$ cat src/sv/cic_pkg.sv
// ----------------------------------------------------------------------------
// cic_pkg - shared types and constants for the cascaded interrupt controller
// Item formats, operation codes, reset values and scan interface structs.
// ----------------------------------------------------------------------------
package cic_pkg;

  // Operation codes
  localparam logic [2:0] OP_READ  = 3'd0;
  localparam logic [2:0] OP_WRITE = 3'd1;
  localparam logic [2:0] OP_RAISE = 3'd2;
  localparam logic [2:0] OP_EOI   = 3'd3;
  localparam logic [2:0] OP_CHECK = 3'd4;

  // Chip indexes and port decode
  localparam logic       CHIP_MASTER    = 1'b0;
  localparam logic       CHIP_SLAVE     = 1'b1;
  localparam logic [3:0] MASTER_PORT_HI = 4'h2;
  localparam logic [3:0] PORT_CMD       = 4'h0;
  localparam logic [3:0] PORT_DATA      = 4'h1;
  localparam logic [2:0] CASCADE_LINE   = 3'd2;

  // Init sequence phases
  localparam logic [1:0] PHASE_IDLE    = 2'd0;
  localparam logic [1:0] PHASE_BASE    = 2'd1;
  localparam logic [1:0] PHASE_CASCADE = 2'd2;
  localparam logic [1:0] PHASE_MODE    = 2'd3;

  // Reset values and byte constants
  localparam logic [7:0] RESET_MASK_M = 8'hF8;
  localparam logic [7:0] RESET_MASK_S = 8'hFF;
  localparam logic [7:0] RESET_BASE_M = 8'h08;
  localparam logic [7:0] RESET_BASE_S = 8'h70;
  localparam logic [7:0] BASE_KEEP    = 8'hF8;
  localparam logic [7:0] EOI_SEL      = 8'hE0;
  localparam logic [7:0] EOI_LOW_A    = 8'h20;
  localparam logic [7:0] EOI_LOW_B    = 8'hA0;
  localparam logic [7:0] EOI_SPEC_A   = 8'h60;
  localparam logic [7:0] EOI_SPEC_B   = 8'hE0;
  localparam logic [7:0] LINE_SEL     = 8'h07;
  localparam logic [7:0] BAD_PORT     = 8'hFF;

  typedef struct packed {
    logic [2:0] op;
    logic [7:0] port;
    logic [7:0] write_data;
    logic [3:0] irq_line;
  } in_item_t;

  typedef struct packed {
    logic [7:0] read_data;
    logic       interrupt_valid;
    logic [7:0] vector;
  } out_item_t;

  typedef struct packed {
    logic [7:0] req;
    logic [7:0] isr;
    logic [7:0] imr;
    logic       smm;
    logic       skip_cascade;
  } scan_in_t;

  typedef struct packed {
    logic       found;
    logic [2:0] line;
  } scan_out_t;

endpackage

$ cat src/sv/cic_scan.sv
// ----------------------------------------------------------------------------
// cic_scan - fixed-priority line scan for one controller chip
// Finds the first unmasked requested line, honoring in-service blocking,
// special mask mode and the nested-mode cascade exemption.
// ----------------------------------------------------------------------------
module cic_scan (
  input  cic_pkg::scan_in_t  scan_in,
  output cic_pkg::scan_out_t scan_out
);
  import cic_pkg::*;

  logic stop;

  // Walk lines from 0 upward; stop at a blocking in-service line or a grant
  always_comb begin
    scan_out = '0;
    stop     = 1'b0;
    if (scan_in.req != 8'h00) begin
      for (int i = 0; i < 8; i++) begin
        if (!stop) begin
          if (!(scan_in.skip_cascade && (3'(i) == CASCADE_LINE)) && scan_in.isr[i]) begin
            if (!(scan_in.smm && scan_in.imr[i])) begin
              stop = 1'b1;
            end
          end else if (!scan_in.imr[i] && scan_in.req[i]) begin
            scan_out.found = 1'b1;
            scan_out.line  = 3'(i);
            stop           = 1'b1;
          end
        end
      end
    end
  end

endmodule

$ cat src/sv/cascaded_interrupt_controller_core.sv
// ----------------------------------------------------------------------------
// cascaded_interrupt_controller_core - master/slave interrupt controller pair
// Slave cascaded on master line 2; port accesses, line raises, direct
// end-of-interrupt and service checks, one result beat per input beat.
// ----------------------------------------------------------------------------
//  channel | signals                          | beat
//  --------+----------------------------------+-------------------------------
//  input   | in_valid, in_ready, in_data      | op, port, write_data, irq_line
//  output  | out_valid, out_ready, out_data   | read_data, interrupt_valid, vector
//
//  One beat per cycle sustained unless out_ready stalls; input register, then
//  result register. Each item's state update and result are formed in the
//  cycle it moves from the input register to the result register.
//  Reset restores both chips to their power-up masks and vector bases.
//  A stalled output holds its beat while the input register still accepts one.
// ----------------------------------------------------------------------------
module cascaded_interrupt_controller_core (
  input  logic               clk,
  input  logic               rst,
  input  logic               in_valid,
  output logic               in_ready,
  input  cic_pkg::in_item_t  in_data,
  output logic               out_valid,
  input  logic               out_ready,
  output cic_pkg::out_item_t out_data
);
  import cic_pkg::*;

  // Pipeline registers
  logic      s1_valid;
  in_item_t  s1_data;
  logic      advance;
  out_item_t result_next;

  // Per-chip state, index 0 master, 1 slave
  logic [1:0] init_phase      [2];
  logic [7:0] vector_base     [2];
  logic       auto_end_mode   [2];
  logic       nested_mode     [2];
  logic       mask_mode       [2];
  logic       read_in_service [2];
  logic [7:0] line_mask       [2];
  logic [7:0] request_bits    [2];
  logic [7:0] service_bits    [2];
  logic [7:0] held_requests   [2];

  logic [1:0] init_phase_next      [2];
  logic [7:0] vector_base_next     [2];
  logic       auto_end_mode_next   [2];
  logic       nested_mode_next     [2];
  logic       mask_mode_next       [2];
  logic       read_in_service_next [2];
  logic [7:0] line_mask_next       [2];
  logic [7:0] request_bits_next    [2];
  logic [7:0] service_bits_next    [2];
  logic [7:0] held_requests_next   [2];

  // Decode of the registered item
  logic       chip;
  logic [3:0] low;
  logic [7:0] wbyte;
  logic       line_chip;
  logic [7:0] line_bit;
  logic [7:0] eoi_sel;

  // Scan wiring
  scan_in_t   slave_scan_in;
  scan_out_t  slave_scan_out;
  scan_in_t   master_scan_in;
  scan_out_t  master_scan_out;
  logic [7:0] master_req_raised;
  logic [7:0] master_held_raised;
  logic [7:0] master_bit;
  logic [7:0] slave_bit;

  assign advance  = s1_valid && (!out_valid || out_ready);
  assign in_ready = !s1_valid || advance;

  assign chip      = (s1_data.port[7:4] == MASTER_PORT_HI) ? CHIP_MASTER : CHIP_SLAVE;
  assign low       = s1_data.port[3:0];
  assign wbyte     = s1_data.write_data;
  assign line_chip = s1_data.irq_line[3];
  assign line_bit  = 8'b1 << s1_data.irq_line[2:0];
  assign eoi_sel   = wbyte & EOI_SEL;

  // Slave scan first; a find raises master cascade line
  assign slave_scan_in.req          = request_bits[CHIP_SLAVE];
  assign slave_scan_in.isr          = service_bits[CHIP_SLAVE];
  assign slave_scan_in.imr          = line_mask[CHIP_SLAVE];
  assign slave_scan_in.smm          = mask_mode[CHIP_SLAVE];
  assign slave_scan_in.skip_cascade = 1'b0;

  always_comb begin
    master_req_raised  = request_bits[CHIP_MASTER];
    master_held_raised = held_requests[CHIP_MASTER];
    if (slave_scan_out.found) begin
      if (init_phase[CHIP_MASTER] != PHASE_IDLE) begin
        master_held_raised = master_held_raised | (8'b1 << CASCADE_LINE);
      end else begin
        master_req_raised = master_req_raised | (8'b1 << CASCADE_LINE);
      end
    end
  end

  assign master_scan_in.req          = master_req_raised;
  assign master_scan_in.isr          = service_bits[CHIP_MASTER];
  assign master_scan_in.imr          = line_mask[CHIP_MASTER];
  assign master_scan_in.smm          = mask_mode[CHIP_MASTER];
  assign master_scan_in.skip_cascade = nested_mode[CHIP_MASTER];

  assign master_bit = 8'b1 << master_scan_out.line;
  assign slave_bit  = 8'b1 << slave_scan_out.line;

  cic_scan u_scan_slave (
    .scan_in  (slave_scan_in),
    .scan_out (slave_scan_out)
  );

  cic_scan u_scan_master (
    .scan_in  (master_scan_in),
    .scan_out (master_scan_out)
  );

  // Form the next state and the result beat for the registered item
  always_comb begin
    init_phase_next      = init_phase;
    vector_base_next     = vector_base;
    auto_end_mode_next   = auto_end_mode;
    nested_mode_next     = nested_mode;
    mask_mode_next       = mask_mode;
    read_in_service_next = read_in_service;
    line_mask_next       = line_mask;
    request_bits_next    = request_bits;
    service_bits_next    = service_bits;
    held_requests_next   = held_requests;
    result_next          = '0;

    case (s1_data.op)
      OP_READ: begin
        if (low == PORT_CMD) begin
          result_next.read_data = read_in_service[chip] ? service_bits[chip]
                                                        : request_bits[chip];
        end else if (low == PORT_DATA) begin
          result_next.read_data = line_mask[chip];
        end else begin
          result_next.read_data = BAD_PORT;
        end
      end

      OP_WRITE: begin
        if (low == PORT_CMD) begin
          if (wbyte[4]) begin
            // Start init: clear masks and pending state
            init_phase_next[chip]      = PHASE_BASE;
            line_mask_next[chip]       = 8'h00;
            service_bits_next[chip]    = 8'h00;
            request_bits_next[chip]    = 8'h00;
            held_requests_next[chip]   = 8'h00;
            mask_mode_next[chip]       = 1'b0;
            read_in_service_next[chip] = 1'b0;
          end else if (wbyte[3]) begin
            if (wbyte[6]) begin
              mask_mode_next[chip] = wbyte[5];
            end
            if (wbyte[1]) begin
              read_in_service_next[chip] = wbyte[0];
            end
          end else if ((eoi_sel == EOI_LOW_A) || (eoi_sel == EOI_LOW_B)) begin
            // Drop the lowest in-service bit
            service_bits_next[chip] = service_bits[chip] & (service_bits[chip] - 8'd1);
          end else if ((eoi_sel == EOI_SPEC_A) || (eoi_sel == EOI_SPEC_B)) begin
            service_bits_next[chip] = service_bits[chip] &
                                      ~(8'b1 << (wbyte & LINE_SEL));
          end
        end else if (low == PORT_DATA) begin
          case (init_phase[chip])
            PHASE_BASE: begin
              vector_base_next[chip] = wbyte & BASE_KEEP;
              init_phase_next[chip]  = PHASE_CASCADE;
            end
            PHASE_CASCADE: begin
              init_phase_next[chip] = PHASE_MODE;
            end
            PHASE_MODE: begin
              auto_end_mode_next[chip] = wbyte[1];
              nested_mode_next[chip]   = wbyte[4];
              init_phase_next[chip]    = PHASE_IDLE;
              request_bits_next[chip]  = held_requests[chip];
            end
            default: begin
              line_mask_next[chip] = wbyte;
            end
          endcase
        end
      end

      OP_RAISE: begin
        if (init_phase[line_chip] != PHASE_IDLE) begin
          held_requests_next[line_chip] = held_requests[line_chip] | line_bit;
        end else begin
          request_bits_next[line_chip] = request_bits[line_chip] | line_bit;
        end
      end

      OP_EOI: begin
        service_bits_next[line_chip] = service_bits[line_chip] & ~line_bit;
        if ((line_chip == CHIP_SLAVE) &&
            ((service_bits[CHIP_SLAVE] & ~line_bit) == 8'h00)) begin
          service_bits_next[CHIP_MASTER] = service_bits[CHIP_MASTER] &
                                           ~(8'b1 << CASCADE_LINE);
        end
      end

      OP_CHECK: begin
        request_bits_next[CHIP_MASTER]  = master_req_raised;
        held_requests_next[CHIP_MASTER] = master_held_raised;
        if (master_scan_out.found) begin
          // Grant on the master
          request_bits_next[CHIP_MASTER] = master_req_raised & ~master_bit;
          if (!auto_end_mode[CHIP_MASTER]) begin
            service_bits_next[CHIP_MASTER] = service_bits[CHIP_MASTER] | master_bit;
          end
          if (master_scan_out.line == CASCADE_LINE) begin
            if (slave_scan_out.found) begin
              request_bits_next[CHIP_SLAVE] = request_bits[CHIP_SLAVE] & ~slave_bit;
              if (!auto_end_mode[CHIP_SLAVE]) begin
                service_bits_next[CHIP_SLAVE] = service_bits[CHIP_SLAVE] | slave_bit;
              end
              result_next.interrupt_valid = 1'b1;
              result_next.vector = vector_base[CHIP_SLAVE] + {5'd0, slave_scan_out.line};
            end
          end else begin
            result_next.interrupt_valid = 1'b1;
            result_next.vector = vector_base[CHIP_MASTER] + {5'd0, master_scan_out.line};
          end
        end
      end

      default: begin
        result_next = '0;
      end
    endcase
  end

  // Hold state, input register and result register
  always_ff @(posedge clk) begin
    if (rst) begin
      s1_valid  <= 1'b0;
      out_valid <= 1'b0;
      for (int c = 0; c < 2; c++) begin
        init_phase[c]      <= PHASE_IDLE;
        auto_end_mode[c]   <= 1'b0;
        nested_mode[c]     <= 1'b0;
        mask_mode[c]       <= 1'b0;
        read_in_service[c] <= 1'b0;
        request_bits[c]    <= 8'h00;
        service_bits[c]    <= 8'h00;
        held_requests[c]   <= 8'h00;
      end
      vector_base[CHIP_MASTER] <= RESET_BASE_M;
      vector_base[CHIP_SLAVE]  <= RESET_BASE_S;
      line_mask[CHIP_MASTER]   <= RESET_MASK_M;
      line_mask[CHIP_SLAVE]    <= RESET_MASK_S;
    end else begin
      if (in_ready) begin
        s1_valid <= in_valid;
      end
      if (advance) begin
        out_valid       <= 1'b1;
        init_phase      <= init_phase_next;
        vector_base     <= vector_base_next;
        auto_end_mode   <= auto_end_mode_next;
        nested_mode     <= nested_mode_next;
        mask_mode       <= mask_mode_next;
        read_in_service <= read_in_service_next;
        line_mask       <= line_mask_next;
        request_bits    <= request_bits_next;
        service_bits    <= service_bits_next;
        held_requests   <= held_requests_next;
      end else if (out_ready) begin
        out_valid <= 1'b0;
      end
    end
  end

  // Payload registers
  always_ff @(posedge clk) begin
    if (in_ready && in_valid) begin
      s1_data <= in_data;
    end
    if (advance) begin
      out_data <= result_next;
    end
  end

`ifndef SYNTHESIS
  // A granted vector never carries read data
  a_grant_no_read: assert property (@(posedge clk) disable iff (rst)
    out_valid && out_data.interrupt_valid |-> out_data.read_data == 8'h00)
    else $error("grant beat carries read data");

  // No vector without a grant
  a_vector_zero: assert property (@(posedge clk) disable iff (rst)
    out_valid && !out_data.interrupt_valid |-> out_data.vector == 8'h00)
    else $error("vector set without grant");

  // During init requests only collect in the held register
  a_init_no_req_m: assert property (@(posedge clk) disable iff (rst)
    init_phase[CHIP_MASTER] != PHASE_IDLE |-> request_bits[CHIP_MASTER] == 8'h00)
    else $error("master request pending during init");

  a_init_no_req_s: assert property (@(posedge clk) disable iff (rst)
    init_phase[CHIP_SLAVE] != PHASE_IDLE |-> request_bits[CHIP_SLAVE] == 8'h00)
    else $error("slave request pending during init");

  // A new result beat comes only from a held input beat
  a_out_from_s1: assert property (@(posedge clk) disable iff (rst)
    $rose(out_valid) |-> $past(s1_valid))
    else $error("result beat without input beat");
`endif

endmodule

$ cat config.mk
export PLATFORM = sky130hd
export DESIGN_NAME = cascaded_interrupt_controller_core
export DESIGN_NICKNAME = d
export VERILOG_FILES = /design/src/sv/cic_pkg.sv /design/src/sv/cic_scan.sv /design/src/sv/cascaded_interrupt_controller_core.sv
export SDC_FILE = /design/constraint.sdc
export NUM_CORES = 1
export LEC_CHECK = 0
export BUFFER_PORTS_ARGS = -buffer_cell sky130_fd_sc_hd__buf_4
export CORE_ASPECT_RATIO = 1.75
export CORE_MARGIN = 1.5
export CORE_UTILIZATION = 25
export DETAILED_ROUTE_END_ITERATION = 16
export GPL_TIMING_DRIVEN = 0
export HOLD_SLACK_MARGIN = 0.02
export PLACE_DENSITY = 0.39
export SETUP_SLACK_MARGIN = 0.15
export SLEW_MARGIN = 40
export SYNTH_ARGS = -nofsm -noshare
export SYNTH_HDL_FRONTEND = slang
export SYNTH_SLANG_ARGS = --single-unit
$ cat constraint.sdc
create_clock -name clk -period 10.2 [get_ports clk]
set_clock_uncertainty 0.05 [all_clocks]
set_input_delay 2.04 -clock clk [delete_from_list [all_inputs] [get_ports clk]]
set_output_delay 2.04 -clock clk [all_outputs]
set_load 0.005 [all_outputs]
; ---- Word-level counts from Yosys, hierarchy flattened
; Index checks and enable logic that the tools add are counted.
[word_totals]
reg_bits = 134
elab_cells = 420
[op_classes]
addsub = 3
order_cmp = 4
eq_ne = 32
shifts = 4
muxes = 220
bitwise = 35
n_reduce_logical = 91
[ops]
columns = cell, count
row1 = two-way mux 16 bit, 19
row2 = two-way mux 8 bit, 34
row3 = two-way mux 4 bit, 53
row4 = bitwise mux 16 bit, 8
row5 = case mux 16 bit (3 select lines), 2
row6 = two-way mux 1 bit, 75
row7 = bitwise AND 16 bit, 4
row8 = bitwise AND 8 bit, 6
row9 = logical AND 1 bit, 36
row10 = AND reduction 5 bit, 7
row11 = inverter 8 bit, 4
row12 = OR 8 bit, 4
row13 = "left shift 1 x 3 -> 8 bit, first input constant", 4
row14 = two-way mux 2 bit, 13
row15 = "inequality test 2 bit, second input constant", 12
row16 = case mux 8 bit (3 select lines), 1
row17 = zero test 1 bit, 19
row18 = two-way mux 9 bit, 2
row19 = AND reduction 9 bit, 2
row20 = adder 8 x 3 -> 8 bit, 2
row21 = demux 8 bit (select 1 bit), 2
row22 = inverter 16 bit, 1
row23 = case mux 8 bit (2 select lines), 1
row24 = nonzero test 2 bit, 8
row25 = other kinds (39), 70

; ---- Depth between registers and ports, before layout
; Gate-level depths: netlist of run 1.
[logic_depth]
ltp_word = 59
depth_mapped = 17
mapped_depth_nobuf = 12

; ---- By module
; Synthesis of run 1 repeated with hierarchy kept, for this count alone.
[unflattened]
hier_cells = 891
area_unflattened_um2 = 7452.1
[by_module_without_submodules]
columns = module, n_inst, cells_each, area_per_inst_um2, seq_area_each_um2
row1 = cascaded_interrupt_controller_core, 1, 791, 6786.5, 2942.8
row2 = cic_scan, 2, 50, 332.8, 0.0

; ---- Least setup slack after synthesis of run 1
; Ideal clock, no wire load.
[synth_path]
path_type = input-to-output
from = input port out_ready
to = output port in_ready
t_arrival_ps = 2322
slack_ps = 5788
cell_stages = 2
n_path_buf = 0
path_cell_list = nor2b_1 -> nand2_1
[synth_between]
elab_chain_cells = 3
[synth_lines]
columns = item, line
row1 = "start, declared", cascaded_interrupt_controller_core.sv:24  ; input logic out_ready,
row2 = logical OR 1 bit, cascaded_interrupt_controller_core.sv:76  ; assign advance = s1_valid && (!out_valid || out_ready);
row3 = logical AND 1 bit, cascaded_interrupt_controller_core.sv:76
row4 = logical OR 1 bit, cascaded_interrupt_controller_core.sv:77  ; assign in_ready = !s1_valid || advance;
row5 = "end, declared", cascaded_interrupt_controller_core.sv:21  ; output logic in_ready,
; No other way between the ends.

; ---- Worst setup path after layout of run 1
[layout_path]
from = register s1_data[16] (netlist bit)
to = register request_bits[0] (netlist bit)
[layout_between]
elab_chain_cells = 12
[layout_lines]
columns = item, line
row1 = "start, declared", cascaded_interrupt_controller_core.sv:31  ; in_item_t s1_data;
row2 = "start signal, assigned", cascaded_interrupt_controller_core.sv:289  ; s1_data <= in_data;
row3 = equality test 4 x 2 -> 1 bit (*), cascaded_interrupt_controller_core.sv:79  ; assign chip = (s1_data.port[7:4] == MASTER_PORT_HI) ? CHIP_MASTER : CHIP_SLAVE;
row4 = two-way mux 1 bit (*), cascaded_interrupt_controller_core.sv:79
row5 = inverter 1 -> 2 bit (implied by the code) (*), "cascaded_interrupt_controller_core.sv:157, cascaded_interrupt_controller_core.sv:176, cascaded_interrupt_controller_core.sv:188"
row6 = greater-or-equal comparator 2 bit (implied by the code) or < comparator 2 x 1 -> 1 bit (tied branches), "cascaded_interrupt_controller_core.sv:157, cascaded_interrupt_controller_core.sv:188"
row7 = logical AND 1 bit (implied by the code), "cascaded_interrupt_controller_core.sv:157, cascaded_interrupt_controller_core.sv:188"
row8 = two-way mux 8 bit (implied by the code), "cascaded_interrupt_controller_core.sv:157, cascaded_interrupt_controller_core.sv:188"
row9 = demux 8 bit (select 1 bit), "cascaded_interrupt_controller_core.sv:157, cascaded_interrupt_controller_core.sv:188"
row10 = bitwise mux 16 bit or inverter 16 bit (tied branches), -
row11 = two-way mux 16 bit or bitwise AND 16 bit (tied branches), -
row12 = "two-way mux 16 bit, on equally long branches", "cascaded_interrupt_controller_core.sv:175, cascaded_interrupt_controller_core.sv:152"
row13 = two-way mux 16 bit, cascaded_interrupt_controller_core.sv:151  ; if (low == PORT_CMD) begin
row14 = case mux 16 bit (3 select lines), cascaded_interrupt_controller_core.sv:138  ; case (s1_data.op)
row15 = "end signal, assigned", cascaded_interrupt_controller_core.sv:277  ; request_bits <= request_bits_next;
row16 = "end, declared", cascaded_interrupt_controller_core.sv:43  ; logic [7:0] request_bits [2];
; Mark *: on every way between the ends. The rest lies on a longest branch, timed or not. The select of a mux whose other input is x is not followed.
; A chain may end at the register's enable or synchronous reset.

==> results of run 1 <==
worst max-delay path, stage by stage (launching register included):
cell,delay (ns)
edfxtp_1,0.42
nor4b_4,0.81
clkbuf_1,0.64
clkbuf_1,0.60
buf_1,0.51
nand2_1,0.11
nand2_1,0.13
ha_1,0.27
mux2_2,0.19
a31oi_1,0.11
o22ai_1,0.16
nand2_1,0.17
nor2_1,0.46
nand2_1,0.13
or4_1,0.56
o21ai_1,0.09
synth_stat cells, types with 5 or more instances:
library cell | count | area [um2]
nand2_1 | 105 | 394
dfxtp_1 | 87 | 1740
nor2_1 | 81 | 304
a21oi_1 | 66 | 330
nand3_1 | 45 | 225
clkbuf_1 | 43 | 161
edfxtp_1 | 40 | 1200
o21ai_0 | 33 | 165
nor3_1 | 29 | 145
inv_1 | 23 | 86.3
a22oi_1 | 19 | 143
mux2i_1 | 17 | 170
nor2b_1 | 14 | 87.6
nand2b_1 | 13 | 81.3
o22ai_1 | 13 | 81.3
o211ai_1 | 12 | 90.1
a21o_1 | 10 | 75.1
a211oi_1 | 9 | 67.6
a221o_1 | 9 | 90.1
a31oi_1 | 9 | 56.3
nor3b_1 | 9 | 67.6
or3_1 | 9 | 56.3
o31ai_1 | 8 | 60.1
a221oi_1 | 7 | 61.3
a311oi_1 | 7 | 61.3
and2_1 | 7 | 43.8
buf_1 | 7 | 26.3
buf_2 | 7 | 35.0
o32ai_1 | 7 | 61.3
nand3b_1 | 6 | 45.0
o21a_1 | 6 | 45.0
or2_2 | 6 | 37.5
a2bb2oi_1 | 5 | 43.8
or3b_2 | 5 | 43.8
logic make-up after synthesis:
family                   Yosys count  synth area share, %
AND/OR/NAND/NOR                  367                 25.4
adder cells (fa/ha/maj)            4                0.672
multiplexers                      20                 2.74
flip-flops                       127                 39.5
buffers and inverters             83                 4.45
AO/OA/AOI/OAI                    283                 27.2
area by class of cell:
| type | instances | share of cell area [%] |
|---|---|---|
| clock buffers | 21 | 5.27 |
| inverters | 24 | 1.01 |
| multi-input cells | 674 | 47.5 |
| plain buffers | 59 | 2.73 |
| flip-flops and latches | 127 | 32.9 |
| well taps | 382 | 5.34 |
| clock inverters | 11 | 1.17 |
| repair buffers | 46 | 4.08 |
registers in the layout, indices dropped and copies added (netlist names):
| name | flops |
|---|---|
| held_requests | 16 |
| line_chip | 1 |
| vector_base | 10 |
| auto_end_mode | 2 |
| s1_valid | 1 |
| line_mask | 16 |
| mask_mode | 2 |
| init_phase | 4 |
| request_bits | 16 |
| service_bits | 8 |
| master_scan_in | 9 |
| wbyte | 8 |
| read_in_service | 2 |
| out_valid | 1 |
| out_data | 17 |
| low | 4 |
| s1_data | 10 |
how the worst min path moves through the flow:
stage	end	from	slack, ns	cells after the start
finish	vector_base[7]$_SDFFE_PP0P_	vector_base[7]$_SDFFE_PP0P_	0.40	2
global route	vector_base[14]$_SDFFE_PP0P_	vector_base[14]$_SDFFE_PP0P_	0.42	2
CTS	vector_base[13]$_SDFFE_PP0P_	vector_base[13]$_SDFFE_PP0P_	0.41	2
detailed placement	vector_base[7]$_SDFFE_PP0P_	vector_base[7]$_SDFFE_PP0P_	0.40	2
global placement	vector_base[15]$_SDFFE_PP0P_	vector_base[15]$_SDFFE_PP0P_	0.40	2
floorplan	vector_base[12]$_SDFFE_PP0P_	vector_base[12]$_SDFFE_PP0P_	0.39	2
layer usage:
layer | vias up | share of wire [%] | track usage, % | routed length [um]
met2 | 296 | 51 | 40.0 | 17300
met1 | 3686 | 36 | 22.5 | 12400
met5 | - | 0 | 0 | 0
met4 | 0 | 8.8 | 19.2 | 3020
met3 | 123 | 4.1 | 3.67 | 1390
li1 | 3469 | - | - | -
through the flow:
| stage | hold slack [ns] | std cells | setup slack (ns) | total power [W] |
|---|---|---|---|---|
| 2_1_floorplan | 0.387 | 884 | 5.79 | 0.000601 |
| 3_3_place_gp | 0.396 | 1310 | 4.20 | 0.000648 |
| 3_5_place_dp | 0.398 | 1311 | 4.80 | 0.000651 |
| 4_1_cts | 0.408 | 1343 | 4.76 | 0.00126 |
| 5_1_grt | 0.423 | 1344 | 4.39 | 0.00129 |
| 6_report | 0.405 | 1344 | 4.72 | 0.00125 |
where the power goes:
part	switching, W	leakage [nW]	total, W	internal (W)
combinational	0.0000695	1.77	0.000101	0.0000316
clock	0.000251	0.280	0.000609	0.000358
sequential	0.00000863	1.09	0.000540	0.000531
total	0.000329	3.14	0.00125	0.000921
==> impl_metrics.ini, run 1 <==
[critical_path]
endpoint_kind = flop
worst-path-max-fanout = 10
crit_type = reg2reg
crit_end = request_bits[0]$_SDFFE_PP0P_
start_kind = flop
setup.worst_path.start = s1_data[16]$_DFFE_PP_
r2r_end = request_bits[0]$_SDFFE_PP0P_
r2r-start = s1_data[16]$_DFFE_PP_
reg2reg_slack_ns = 4.72
cp.arrival_ns = 5.80
r2r_cells = 15
critical_path_required_ns = 10.53

[power_and_ir_drop]
vdd_drop_max_mv = 0.121
power.leakage_nw = 3.14
power_density_nw_per_um2 = 140

[routing]
drc = 0
dr_total_vias = 7574
dr.first_iter.drc_count = 586
wl_per_cell_um = 25.4
dr.pass1.iters = 5
viasPerCell = 5.64
wl_um = 34100
drtAntennaViolNets = 0

[timing]
fin_tns_setup_ns = 0
fin_crit_sh_pct = 53.7
maxSlewViolCount = 0
timing.fmax_ghz = 0.183
finalSetupViolCount = 0
tightest_slew_ns = 0.883
max_slew_margin_pct = 41.1
hold_violations = 0
rsz0062_at_grt = false
min_period_ns = 5.48

[logic_synthesis]
syn-num-nets = 915
synth_area_per_cell_um2 = 8.43
ys_types = 94
synth_edf_count = 40
yosysWarnings = 0
seq_area_frac_synth_pct = 39.5
synth_seq_cells = 127
syn_area_um2 = 7450
synth_cells = 884
synth_flop_cell = dfxtp_1
synthArstFlopShare_pct = 0

[finish]
ff_latch_area_um2 = 2940
fin_util_pct = 30.6
diodes = 0
layout_common_cells = 105 x nand2_1, 87 x dfxtp_1, 80 x nor2_1
nFillCells = 3178
final_common_cell = nand2_1
final_area_um2 = 8950
nets = 980
multi_input_area_um2 = 4250
areaGrowthSynthToFinish_pct = 20.1
drive_above_1_share_pct = 13.7

[hold_path]
min_path_type = reg2reg

[floorplanning]
rows = 83
io_pins = 46
coreArea_um2 = 29300
die_x_um = 133
die_area_um2 = 30900
start_util_pct = 25.4
die_y_um = 231

[clock_tree]
clock_path_buffers = 2
clkSinkCount = 127
htreeDepth = 4
cts_resized = 0
numCtsBuffers = 17
cts_root_buf = clkbuf_16
post_cts_buffers = 0
cts_hold_buf = 0
clk_pin_slew_ns = 0.06
cts_tree = done
clk_latency_ns = 0.44

[grt]
grt-ovfl-total = 0
track_usage_pct = 22.4
antenna_found_initial = 0
grt_max_degree = 24
grt_pass1_wl_um = 49700
first_global_vias = 7514

[placement]
dp_hpwl_um = 26500
gp_congestion = 0.995
place_area_um2 = 8350
io_buffers = 44

[outcome]
status = finished clean

[flow_run]
drv_cap = 0
(Power assumes the default switching activity.)
==> inputs of run 2 (changes only) <==
--- a/config.mk
+++ b/config.mk
@@ -5,6 +5,7 @@
 export SDC_FILE = /design/constraint.sdc
 export NUM_CORES = 1
 export LEC_CHECK = 0
+export ABC_AREA = 1
 export BUFFER_PORTS_ARGS = -buffer_cell sky130_fd_sc_hd__buf_4
 export CORE_ASPECT_RATIO = 1.75
 export CORE_MARGIN = 1.5
==> constraint.sdc (replaced) <==
create_clock -name clk -period 5.5 [get_ports clk]
set_clock_uncertainty 0.05 [all_clocks]
set_input_delay 1.1 -clock clk [delete_from_list [all_inputs] [get_ports clk]]
set_output_delay 1.1 -clock clk [all_outputs]
set_load 0.005 [all_outputs]
==> run 2 against run 1 <==
Net effect:
- wire length rose by 5.4%
- count of clock-buffer cells in the layout down 2
- critical endpoint is now request_bits[12]$_SDFFE_PP0P_
- design area up 0.36%
- cell count increased by 13%
- clock power increased by 110%
- non-clock buffer count is 26 lower
- hold slack gained 0.0056 ns
- flip-flop and latch count unchanged
- first-iteration DRC count shrank 14%
- combinational power increased by 150%
==> impl_metrics.ini, run 2 <==
[outcome]
status = finished clean

[power_and_ir_drop]
swShare_pct = 27.3
power.leakage_nw = 3.64
p_int_w = 0.00184
seqPwrFrac_pct = 40.1
clkPwrFrac_pct = 50.0
power_switching_w = 0.000693
vdd_drop_max_mv = 0.231
combPwrFrac_pct = 9.9
power_density_nw_per_um2 = 282

[timing]
finalSetupViolCount = 0
max_slew_margin_pct = 42.9
rsz0062_at_grt = false
fin_ws_ns = 0.584
fin_crit_sh_pct = 89.4
tightest_slew_ns = 0.857
timing.fmax_ghz = 0.203
min_period_ns = 4.92
fin_tns_setup_ns = 0
hold_violations = 0
maxSlewViolCount = 0

[logic_synthesis]
synth_area_per_cell_um2 = 7.13
syn_area_um2 = 7520
yosysTopAreaCell = dfxtp_1
synth_cells = 1055
ys_types = 53
synth_flop_cell = dfxtp_1
seq_area_frac_synth_pct = 39.1
yosysWarnings = 0
synth_common_cells = 169 x nand2_1, 165 x inv_1, 118 x nor2_1, 101 x o21ai_0, 87 x dfxtp_1
synth_seq_cells = 127
netlist_top_cells_area = dfxtp_1 23%, edfxtp_1 16%, nand2_1 8.4%, inv_1 8.2%, o21ai_0 6.7%
synthArstFlopShare_pct = 0
syn-num-nets = 1086
synth_edf_count = 40
synth_most_common_cell = nand2_1
synth_top_area_share_pct = 23.2

[floorplanning]
coreArea_um2 = 29500
start_util_pct = 25.5
rows = 83
die_y_um = 232
io_pins = 46
die_x_um = 134
die_area_um2 = 31200

[clock_tree]
cts_hold_buf = 0
clock_path_buffers = 2
clkSinkCount = 127
numCtsBuffers = 17
clk_pin_slew_ns = 0.06
cts_root_buf = clkbuf_16
cts_tree = done
post_cts_buffers = 0
clk_latency_ns = 0.46
htreeDepth = 4
cts_resized = 0

[finish]
diodes = 0
areaGrowthSynthToFinish_pct = 19.5
final_area_um2 = 8980
nFillCells = 3287
drive_above_1_share_pct = 12.5
layout_common_cells = 169 x nand2_1, 163 x inv_1, 116 x nor2_1
fin_util_pct = 30.5
largest_register_ffs = 17
nets = 1149
regMostFlops = out_data
final_common_cell = nand2_1

[grt]
grt_pass1_wl_um = 52000
first_global_vias = 7947
grt-ovfl-total = 0
track_usage_pct = 23.7
antenna_found_initial = 0
grt_max_degree = 24

[hold_path]
min_path_type = reg2reg

[critical_path]
critical_path_required_ns = 5.81
start_kind = flop
endpoint_kind = flop
crit_type = reg2reg
worst-path-max-fanout = 10
cp.arrival_ns = 5.22

[routing]
viasPerCell = 5.11
dr_wl_met2_um = 18100
drtAntennaViolNets = 0
drc = 0
dr_total_vias = 7737
dr.first_iter.drc_count = 504
top_layer_used = met4
wl_met1_um = 12500
wl_um = 35900
dr.pass1.iters = 6
wl_per_cell_um = 23.7
met3_length_um = 1400

[placement]
place_area_um2 = 8340
post-place-ws_ns = 0.480
gp_congestion = 0.971
dp_hpwl_um = 28600
io_buffers = 44

[flow_run]
drv_cap = 0
[run 2: path summary, 6_finish.rpt]
path / start / end / slack, ns / cells past startpoint
max: s1_data[17]$_DFFE_PP_ / request_bits[12]$_SDFFE_PP0P_ / 0.58 / 20
min: held_requests[11]$_SDFFE_PP0P_ / held_requests[11]$_SDFFE_PP0P_ / 0.41 / 2
max reg2reg: s1_data[17]$_DFFE_PP_ / request_bits[12]$_SDFFE_PP0P_ / 0.58 / 20
min reg2reg: held_requests[11]$_SDFFE_PP0P_ / held_requests[11]$_SDFFE_PP0P_ / 0.41 / 2
[run 2: worst max-delay path, cell delays in order (launching register included)]
cell,delay (ns)
edfxtp_1,0.35
inv_1,0.06
nor2_1,0.03
nand2_1,0.29
clkbuf_1,0.40
clkbuf_1,0.45
clkbuf_2,0.40
clkbuf_1,0.45
nand2_1,0.09
o21ai_0,0.21
ha_1,0.29
inv_1,0.11
o21ai_0,0.18
o2111ai_1,0.17
a211oi_1,0.62
nand2_2,0.16
inv_2,0.13
buf_6,0.16
nand2_2,0.06
nor2_2,0.10
nor2_2,0.05
[run 2: final cells by class]
type / count / area, um2 / area share, %
Buffer: 35 / 164 / 1.83
Clock buffer: 19 / 453 / 5.04
Clock inverter: 13 / 185 / 2.06
Inverter: 171 / 642 / 7.15
Multi-Input combinational cell: 722 / 3790 / 42.2
Sequential cell: 127 / 2940 / 32.8
Tap cell: 382 / 478 / 5.32
Timing Repair Buffer: 44 / 330 / 3.68
[run 2: power groups by stage]
stage                     Clock (W)  Combinational (W)  Sequential, W
after floorplan                   0           0.000135        0.00103
after global placement            0           0.000248        0.00104
after detailed placement          0           0.000247        0.00104
after CTS                   0.00129           0.000248        0.00102
after global routing        0.00133           0.000269        0.00102
final                       0.00127           0.000250        0.00102
[run 2: routing by layer]
layer  track usage (%)  vias to the layer above
met4              23.0                        0
met1              22.7                     3602
met2              42.2                      280
li1                  -                     3710
met5                 0                        -
met3              4.14                      145
[run 2: metrics by stage]
stage | power [W] | hold WS [ns] | instances
2_1_floorplan | 0.00116 | 0.374 | 1055
3_3_place_gp | 0.00129 | 0.402 | 1481
3_5_place_dp | 0.00129 | 0.399 | 1481
4_1_cts | 0.00256 | 0.410 | 1513
5_1_grt | 0.00262 | 0.424 | 1513
6_report | 0.00254 | 0.410 | 1513
[run 2: kinds of logic after synthesis]
group	Yosys count	share of synthesized area [%]
AND/OR/NAND/NOR	437	27.3
AO/OA/AOI/OAI	281	22.2
buffers and inverters	206	10.7
flip-flops	127	39.1
adder cells (fa/ha/maj)	4	0.666
